### config.mk
export PLATFORM = sky130hd
export DESIGN_NAME = binary32_multiplier
export DESIGN_NICKNAME = d
export VERILOG_FILES = /design/src/hdl/b32m_pkg.sv /design/src/hdl/b32m_front.sv /design/src/hdl/b32m_queue.sv /design/src/hdl/b32m_back.sv /design/src/hdl/binary32_multiplier.sv
export VERILOG_INCLUDE_DIRS = /design/src /design/src/hdl
export SDC_FILE = /design/constraint.sdc
export NUM_CORES = 2
export LEC_CHECK = 0
export BUFFER_PORTS_ARGS = -buffer_cell sky130_fd_sc_hd__buf_4
export CORE_MARGIN = 3
export CORE_UTILIZATION = 65
export DETAILED_ROUTE_END_ITERATION = 8
export PLACE_DENSITY = 0.9
export SYNTH_ARGS = -nofsm -noshare
export SYNTH_HDL_FRONTEND = slang
export SYNTH_HIERARCHICAL = 1
export SYNTH_SLANG_ARGS = --single-unit
### constraint.sdc
create_clock -name clock -period 8.5 [get_ports clock]
set_input_delay 1.7 -clock clock [delete_from_list [all_inputs] [get_ports clock]]
set_output_delay 1.7 -clock clock [all_outputs]
set_load 0.005 [all_outputs]
### src/hdl/binary32_multiplier_assert.svh
// Assertion macros for the binary32 multiplier.
// Included by the top level; needs clock and reset in scope.
`ifndef BINARY32_MULTIPLIER_ASSERT_SVH
`define BINARY32_MULTIPLIER_ASSERT_SVH

// Implication checked on every rising clock edge outside reset.
`define B32M_ASSERT_IMPL(label, ante, cons, msg) \
   label: assert property (@(posedge clock) disable iff (reset) (ante) |-> (cons)) \
      else $error(msg);

// Implication whose consequent is checked in the following cycle.
`define B32M_ASSERT_NEXT(label, ante, cons, msg) \
   label: assert property (@(posedge clock) disable iff (reset) (ante) |=> (cons)) \
      else $error(msg);

`endif

### src/hdl/b32m_pkg.sv
// Package for the binary32 multiplier: widths, constants and the
// classify-to-execute record. No dependencies.
package b32m_pkg;

   localparam int ExpBias   = 127;
   localparam int FracBits  = 23;
   localparam int SigBits   = 24;
   localparam int QueueDepth = 2;

   // Classified operand pair handed from the front end to the back end.
   typedef struct packed {
      logic                 sign;
      logic                 bad_operand;
      logic [9:0]           exp_sum;     // ea + eb, unbiased later
      logic [SigBits-1:0]   sig_a;
      logic [SigBits-1:0]   sig_b;
   } op_rec_type;

   // One result item.
   typedef struct packed {
      logic        unsupported;
      logic        overflow;
      logic [31:0] product;
   } result_type;

endpackage

### src/hdl/b32m_front.sv
// Front end: accepts operand pairs, splits and classifies them.
// Depends on b32m_pkg.
module b32m_front import b32m_pkg::*; (
   input  logic        clock,
   input  logic        reset,
   input  logic        in_valid,
   output logic        in_ready,
   input  logic [31:0] operand_a,
   input  logic [31:0] operand_b,
   output logic        rec_valid,
   input  logic        rec_ready,
   output op_rec_type  rec
);
   logic       valid_ff;
   op_rec_type rec_ff, rec_in;
   logic [7:0] ea, eb;

   assign ea = operand_a[30:23];
   assign eb = operand_b[30:23];

   // Classification of the operand pair.
   always_comb begin
      rec_in.sign        = operand_a[31] ^ operand_b[31];
      rec_in.bad_operand = (ea == 8'd0) || (ea == 8'hFF) || (eb == 8'd0) || (eb == 8'hFF);
      rec_in.exp_sum     = {2'b00, ea} + {2'b00, eb};
      rec_in.sig_a       = {1'b1, operand_a[22:0]};
      rec_in.sig_b       = {1'b1, operand_b[22:0]};
   end

   assign in_ready  = !valid_ff || rec_ready;
   assign rec_valid = valid_ff;
   assign rec       = rec_ff;

   // Output register toward the queue.
   always_ff @(posedge clock) begin
      if (reset) begin
         valid_ff <= 1'b0;
      end else if (in_ready) begin
         valid_ff <= in_valid;
      end
   end

   always_ff @(posedge clock) begin
      if (in_valid && in_ready) begin
         rec_ff <= rec_in;
      end
   end
endmodule

### src/hdl/b32m_queue.sv
// Two-entry queue between front and back end.
// Depends on b32m_pkg.
module b32m_queue import b32m_pkg::*; (
   input  logic       clock,
   input  logic       reset,
   input  logic       wr_valid,
   output logic       wr_ready,
   input  op_rec_type wr_data,
   output logic       rd_valid,
   input  logic       rd_ready,
   output op_rec_type rd_data
);
   op_rec_type mem_ff [QueueDepth];
   logic       wptr_ff, rptr_ff;
   logic [1:0] count_ff;
   logic       do_wr, do_rd;

   assign wr_ready = (count_ff != 2'(QueueDepth));
   assign rd_valid = (count_ff != 2'd0);
   assign rd_data  = mem_ff[rptr_ff];
   assign do_wr    = wr_valid && wr_ready;
   assign do_rd    = rd_valid && rd_ready;

   // Pointers and fill count.
   always_ff @(posedge clock) begin
      if (reset) begin
         wptr_ff  <= 1'b0;
         rptr_ff  <= 1'b0;
         count_ff <= 2'd0;
      end else begin
         if (do_wr) wptr_ff <= ~wptr_ff;
         if (do_rd) rptr_ff <= ~rptr_ff;
         count_ff <= count_ff + {1'b0, do_wr} - {1'b0, do_rd};
      end
   end

   always_ff @(posedge clock) begin
      if (do_wr) begin
         mem_ff[wptr_ff] <= wr_data;
      end
   end
endmodule

### src/hdl/b32m_back.sv
// Back end: two stages, a significand multiply, then normalize, round and pack.
// Depends on b32m_pkg.
module b32m_back import b32m_pkg::*; (
   input  logic       clock,
   input  logic       reset,
   input  logic       rec_valid,
   output logic       rec_ready,
   input  op_rec_type rec,
   output logic       res_valid,
   input  logic       res_ready,
   output result_type res
);
   // Stage 1 registers: raw product.
   logic        s1_valid_ff;
   logic        s1_sign_ff, s1_bad_ff;
   logic [9:0]  s1_exp_ff;
   logic [47:0] s1_prod_ff;
   // Stage 2 registers: result.
   logic        s2_valid_ff;
   result_type  s2_res_ff, s2_res_in;
   logic        adv2, adv1;

   assign adv2      = !s2_valid_ff || res_ready;
   assign adv1      = !s1_valid_ff || adv2;
   assign rec_ready = adv1;
   assign res_valid = s2_valid_ff;
   assign res       = s2_res_ff;

   // Stage 1: significand multiply.
   always_ff @(posedge clock) begin
      if (reset) begin
         s1_valid_ff <= 1'b0;
      end else if (adv1) begin
         s1_valid_ff <= rec_valid;
      end
   end

   always_ff @(posedge clock) begin
      if (adv1 && rec_valid) begin
         s1_sign_ff <= rec.sign;
         s1_bad_ff  <= rec.bad_operand;
         s1_exp_ff  <= rec.exp_sum;
         s1_prod_ff <= {24'd0, rec.sig_a} * {24'd0, rec.sig_b};
      end
   end

   // Stage 2 logic: normalize, round to nearest even, range checks.
   logic        top;
   logic [23:0] keep;
   logic        guard, sticky;
   logic [24:0] rounded;
   logic [10:0] bexp;   // ea + eb after normalization and rounding; one bias still to remove
   logic [10:0] bexp0;  // ea + eb after normalization; one bias still to remove
   always_comb begin
      top    = s1_prod_ff[47];
      keep   = top ? s1_prod_ff[47:24] : s1_prod_ff[46:23];
      guard  = top ? s1_prod_ff[23] : s1_prod_ff[22];
      sticky = top ? (|s1_prod_ff[22:0]) : (|s1_prod_ff[21:0]);
      rounded = {1'b0, keep} + {24'd0, guard && (sticky || keep[0])};
      // ea + eb + top; the bias of 127 is taken off at packing, after the range checks
      bexp0 = {1'b0, s1_exp_ff} + {10'd0, top};
      bexp  = bexp0 + {10'd0, rounded[24]};
      s2_res_in = '0;
      if (s1_bad_ff || bexp0 < 11'(ExpBias + 1)) begin
         s2_res_in.unsupported = 1'b1;
      end else if (bexp >= 11'(ExpBias + 255)) begin
         s2_res_in.overflow = 1'b1;
         s2_res_in.product  = {s1_sign_ff, 8'hFF, 23'd0};
      end else begin
         s2_res_in.product = {s1_sign_ff, 8'(bexp - 11'(ExpBias)),
                              rounded[24] ? rounded[23:1] : rounded[22:0]};
      end
   end

   always_ff @(posedge clock) begin
      if (reset) begin
         s2_valid_ff <= 1'b0;
      end else if (adv2) begin
         s2_valid_ff <= s1_valid_ff;
      end
   end

   always_ff @(posedge clock) begin
      if (adv2 && s1_valid_ff) begin
         s2_res_ff <= s2_res_in;
      end
   end
endmodule

### src/hdl/binary32_multiplier.sv
// Channel  | Port group          | Payload (lowest bit up)
// request  | req_tvalid/tready   | tdata: operand_a[31:0], operand_b[63:32]
// response | rsp_tvalid/tready   | tdata: product[31:0], overflow[32], unsupported[33], pad
//
// One operand pair per cycle sustained while the response side keeps up; a request
// passes the front register, queue, multiply stage and round stage to the response.
// The 24x24 significand multiply sets the stage timing.
// Synchronous active-high reset clears all valid state; there are no settings.
// Either side may stall; the queue lets the front keep accepting briefly.
//
// Top level of the binary32 multiplier; instantiates front, queue and back.
// Depends on b32m_pkg and binary32_multiplier_assert.svh.
`include "binary32_multiplier_assert.svh"
module binary32_multiplier import b32m_pkg::*; (
   input  logic        clock,
   input  logic        reset,
   input  logic        req_tvalid,
   output logic        req_tready,
   input  logic [63:0] req_tdata,   // operand_a, operand_b
   output logic        rsp_tvalid,
   input  logic        rsp_tready,
   output logic [39:0] rsp_tdata    // product, overflow, unsupported, zero pad
);
   logic       f_valid, f_ready, q_valid, q_ready;
   op_rec_type f_rec, q_rec;
   result_type res;

   b32m_front u_front (
      .clock, .reset,
      .in_valid  (req_tvalid),
      .in_ready  (req_tready),
      .operand_a (req_tdata[31:0]),
      .operand_b (req_tdata[63:32]),
      .rec_valid (f_valid),
      .rec_ready (f_ready),
      .rec       (f_rec)
   );

   b32m_queue u_queue (
      .clock, .reset,
      .wr_valid (f_valid),
      .wr_ready (f_ready),
      .wr_data  (f_rec),
      .rd_valid (q_valid),
      .rd_ready (q_ready),
      .rd_data  (q_rec)
   );

   b32m_back u_back (
      .clock, .reset,
      .rec_valid (q_valid),
      .rec_ready (q_ready),
      .rec       (q_rec),
      .res_valid (rsp_tvalid),
      .res_ready (rsp_tready),
      .res       (res)
   );

   assign rsp_tdata = {6'd0, res.unsupported, res.overflow, res.product};

   // Sanity checks on the result encoding and on flow through the queue.
   `B32M_ASSERT_IMPL(a_flags_excl, rsp_tvalid, !(res.overflow && res.unsupported), "both flags")
   `B32M_ASSERT_IMPL(a_unsup_zero, rsp_tvalid && res.unsupported, res.product == 32'd0, "nonzero")
   `B32M_ASSERT_IMPL(a_ovf_inf, rsp_tvalid && res.overflow, res.product[30:0] == 31'h7F800000, "inf")
   `B32M_ASSERT_NEXT(a_queue_hold, q_valid && !q_ready, q_valid, "queue lost an entry under stall")
endmodule
==> impl_metrics.toml <==
[hold_path]
hp-class = "reg2reg"
hold_start = "u_front/rec[56]"
hold_path_end = "u_queue/mem_ff[1][56]"
hold_path_depth = 0

[floorplan]
initial_utilization_pct = 66.42
num_rows = 79
die_w_um = 225.0
dieArea_sq_um = 50640
core_sq_um = 46950
pin_count = 110
die_h_um = 225.0

[routing]
drtPass1Iterations = 7
ant_nets = 0
dr.first_iter.drc_count = 1753
wl_per_cell_um = 20.73
drc = 0
vias_per_cell = 5.976
vias = 21303
routed_wl_mm = 73.91

[worst_setup_path]
rr_endpoint = "u_back/s1_prod_ff[41]"
cp_max_fo = 24
critPathArrivalTime_ns = 8.27
crit_type = "reg2reg"
r2r_slack_ns = 0.54
worst_r2r_path_depth = 21
critPathLaunchType = "flip-flop"
cp-end-kind = "flip-flop"
worst_ep_required_time_ns = 8.81

[clocking]
clock-root-buffer = "clkbuf_16"
postCtsSetupBuffers = 0
insertion_delay_ns = 0.58
clk_pin_slew_ns = 0.06
clock-sinks = 279
h-tree-depth = 1
cts_tree = "built"
cts_buffers = 29
hold_buffers = 0
post_cts_resized = 0
cts.path.max_buffers = 3

[logic_synthesis]
ys_ff_latch = 279
synthCells = 2938
ys_dominant_reg_cell = "edfxtp_1"
synth_edf_count = 271
ys_seq_area_share_pct = 26.61
synth_area_sq_um = 31180
syn_avg_cell_area_sq_um = 10.61
yosys_warnings = 6
async_flop_share_pct = 0
ys_types = 81

[global_routing]
antenna_found_initial = 0
grt_util_all_layers_pct = 29.75
first_global_vias = 23582
grt_pass1_wl_mm = 118.6
gr-total-overflow = 0
grt_max_degree = 61

[timing]
clock_skew_ns = 0.01526
hold_ws_ns = 0.4440
period_minus_slack_ns = 7.964
relSlewSlack_pct = 43.75
worstMarginPinSlew_ns = 0.8438
rsz0062_at_grt = "false"
period_share_pct = 93.70
hold_viol = 0
finalSetupViolations = 0
slew_viol_final = 0
tns_ns = 0
worst_slack_ns = 0.5357
fmax_mhz = 125.6

[place]
hpwl_mm = 54.13
place_worst_setup_slack_ns = 0.6018
dpl.cell_count = 3513
gp_congestion = 0.9642
io_buffers = 103

[layout]
regArea_sq_um = 8302
drive_above_1_share_pct = 8.725
final_cells = 3565
multi_input_area_sq_um = 20050
nets = 3679
nFillCells = 3068
area_growth_pct = 5.906

[flow_run]
drv_cap = 0

[run_status]
outcome = "finished clean"
cells by family (layout without fill, tap and decap cells):
logic type                 count (synthesis)  count (layout)  share of synthesized area [%]
AOI/OAI and AO/OA                        215             215                          4.666
xor gates and xnor gates                  98              98                          2.776
adders and majority gates                674             674                          38.67
buffers and inverters                    713             726                          9.220
DFF                                      279             279                          26.61
muxes                                     80              80                          3.559
other                                      3              10                        0.03611
and+or+nand+nor                          876             876                          14.46
per-stage QoR:
step                      cell area (sq um)  utilization, %
final                                 33030           70.34
after floorplan                       31210               -
after CTS                             33020           70.34
after global placement                32080           68.34
after global routing                  33020           70.34
after detailed placement              32080           68.34
cell type report:
class	instances	area share, %
sequential	279	25.14
clock buffer	34	2.254
inverter	562	6.402
clock inverter	17	0.5910
timing repair buffer	113	2.606
multi-input combinational	1952	60.70
antenna	1	0.007577
tap	607	2.300
registers in the layout, summed over array words and instances, names as in the netlist, named ones only:
register,flops
u_queue/rptr_ff,1
u_queue/count_ff,2
u_queue/mem_ff,120
u_back/s1_sign_ff,1
u_back/s1_exp_ff,10
u_back/s1_valid_ff,1
u_front/rec_valid,1
u_front/rec,57
u_back/s1_prod_ff,48
u_back/res,34
u_back/res_valid,1
u_queue/wptr_ff,1
u_back/s1_bad_ff,1
synthesized netlist by cell type, drive strengths merged, types with 10 or more instances:
master     n  share of area (%)
a31oi     11               0.22
o21a      12               0.29
a211oi    11               0.26
a21oi     63                1.0
xnor2     54                1.5
mux2i     16               0.53
nand2b    14               0.34
and2     299                6.0
clkbuf   124                1.5
a2111oi   10               0.46
o21ai     43               0.73
xor2      44                1.2
inv      562                6.8
nand4     17               0.36
edfxtp   271                 26
nor3      24               0.39
nor2      59               0.71
buf       27               0.95
nand3     36               0.61
ha       191                7.7
and3      14               0.30
a21o      17               0.41
mux2      64                3.0
fa       483                 31
nor4      24               0.53
nand2    347                4.2
cell usage in the layout, fill, tap and decap left out, drive strengths merged, types with 10 or more instances in the layout:
cell | synthesis | layout
fa | 483 | 483
nor2 | 59 | 59
and2 | 299 | 299
nor3 | 24 | 24
a31oi | 11 | 11
nor4 | 24 | 24
buf | 27 | 113
a2111oi | 10 | 10
mux2 | 64 | 64
xnor2 | 54 | 54
and3 | 14 | 14
mux2i | 16 | 16
ha | 191 | 191
xor2 | 44 | 44
a21oi | 63 | 63
o21a | 12 | 12
nand2b | 14 | 14
nand3 | 36 | 36
a21o | 17 | 17
nand2 | 347 | 347
a211oi | 11 | 11
nand4 | 17 | 17
edfxtp | 271 | 271
clkbuf | 124 | 34
inv | 562 | 565
clkinv | 0 | 11
o21ai | 43 | 43
layer usage:
layer / GRT usage [%] / vias up / part of all wire, %
met5: 0 / - / 0
met4: 14.13 / 0 / 4.9
met3: 6.122 / 309 / 8.9
met2: 50.84 / 1153 / 50
met1: 36.60 / 10645 / 37
li1: - / 9196 / -
worst max-delay path, cell delays in order (launching register included):
cell	delay (ns)
dfxtp_4	0.54
buf_4	0.39
mux2_4	0.46
and2_1	0.22
fa_1	0.54
fa_1	0.56
inv_1	0.06
fa_1	0.50
fa_1	0.53
inv_1	0.06
fa_1	0.45
fa_1	0.53
inv_1	0.06
fa_1	0.48
inv_1	0.04
ha_1	0.42
nand2_1	0.16
nor4_1	0.61
a31oi_1	0.20
a21oi_1	0.50
mux2i_1	0.25
o2111ai_1	0.12
worst max-delay path by stage:
| stage | slack (ns) | cells after the start | end |
|---|---|---|---|
| final | 0.54 | 21 | u_back/s1_prod_ff[41] |
| after global routing | 0.16 | 21 | u_back/s1_prod_ff[41] |
| after CTS | 0.62 | 25 | u_back/s1_prod_ff[37] |
| after detailed placement | 0.60 | 25 | u_back/s1_prod_ff[37] |
| after global placement | 0.86 | 23 | u_back/s1_prod_ff[30] |
| after floorplan | 1.44 | 26 | u_back/s1_prod_ff[30] |
Power is not shown: default switching activity piles up to over one toggle a cycle in this logic, so the estimate is an artifact.
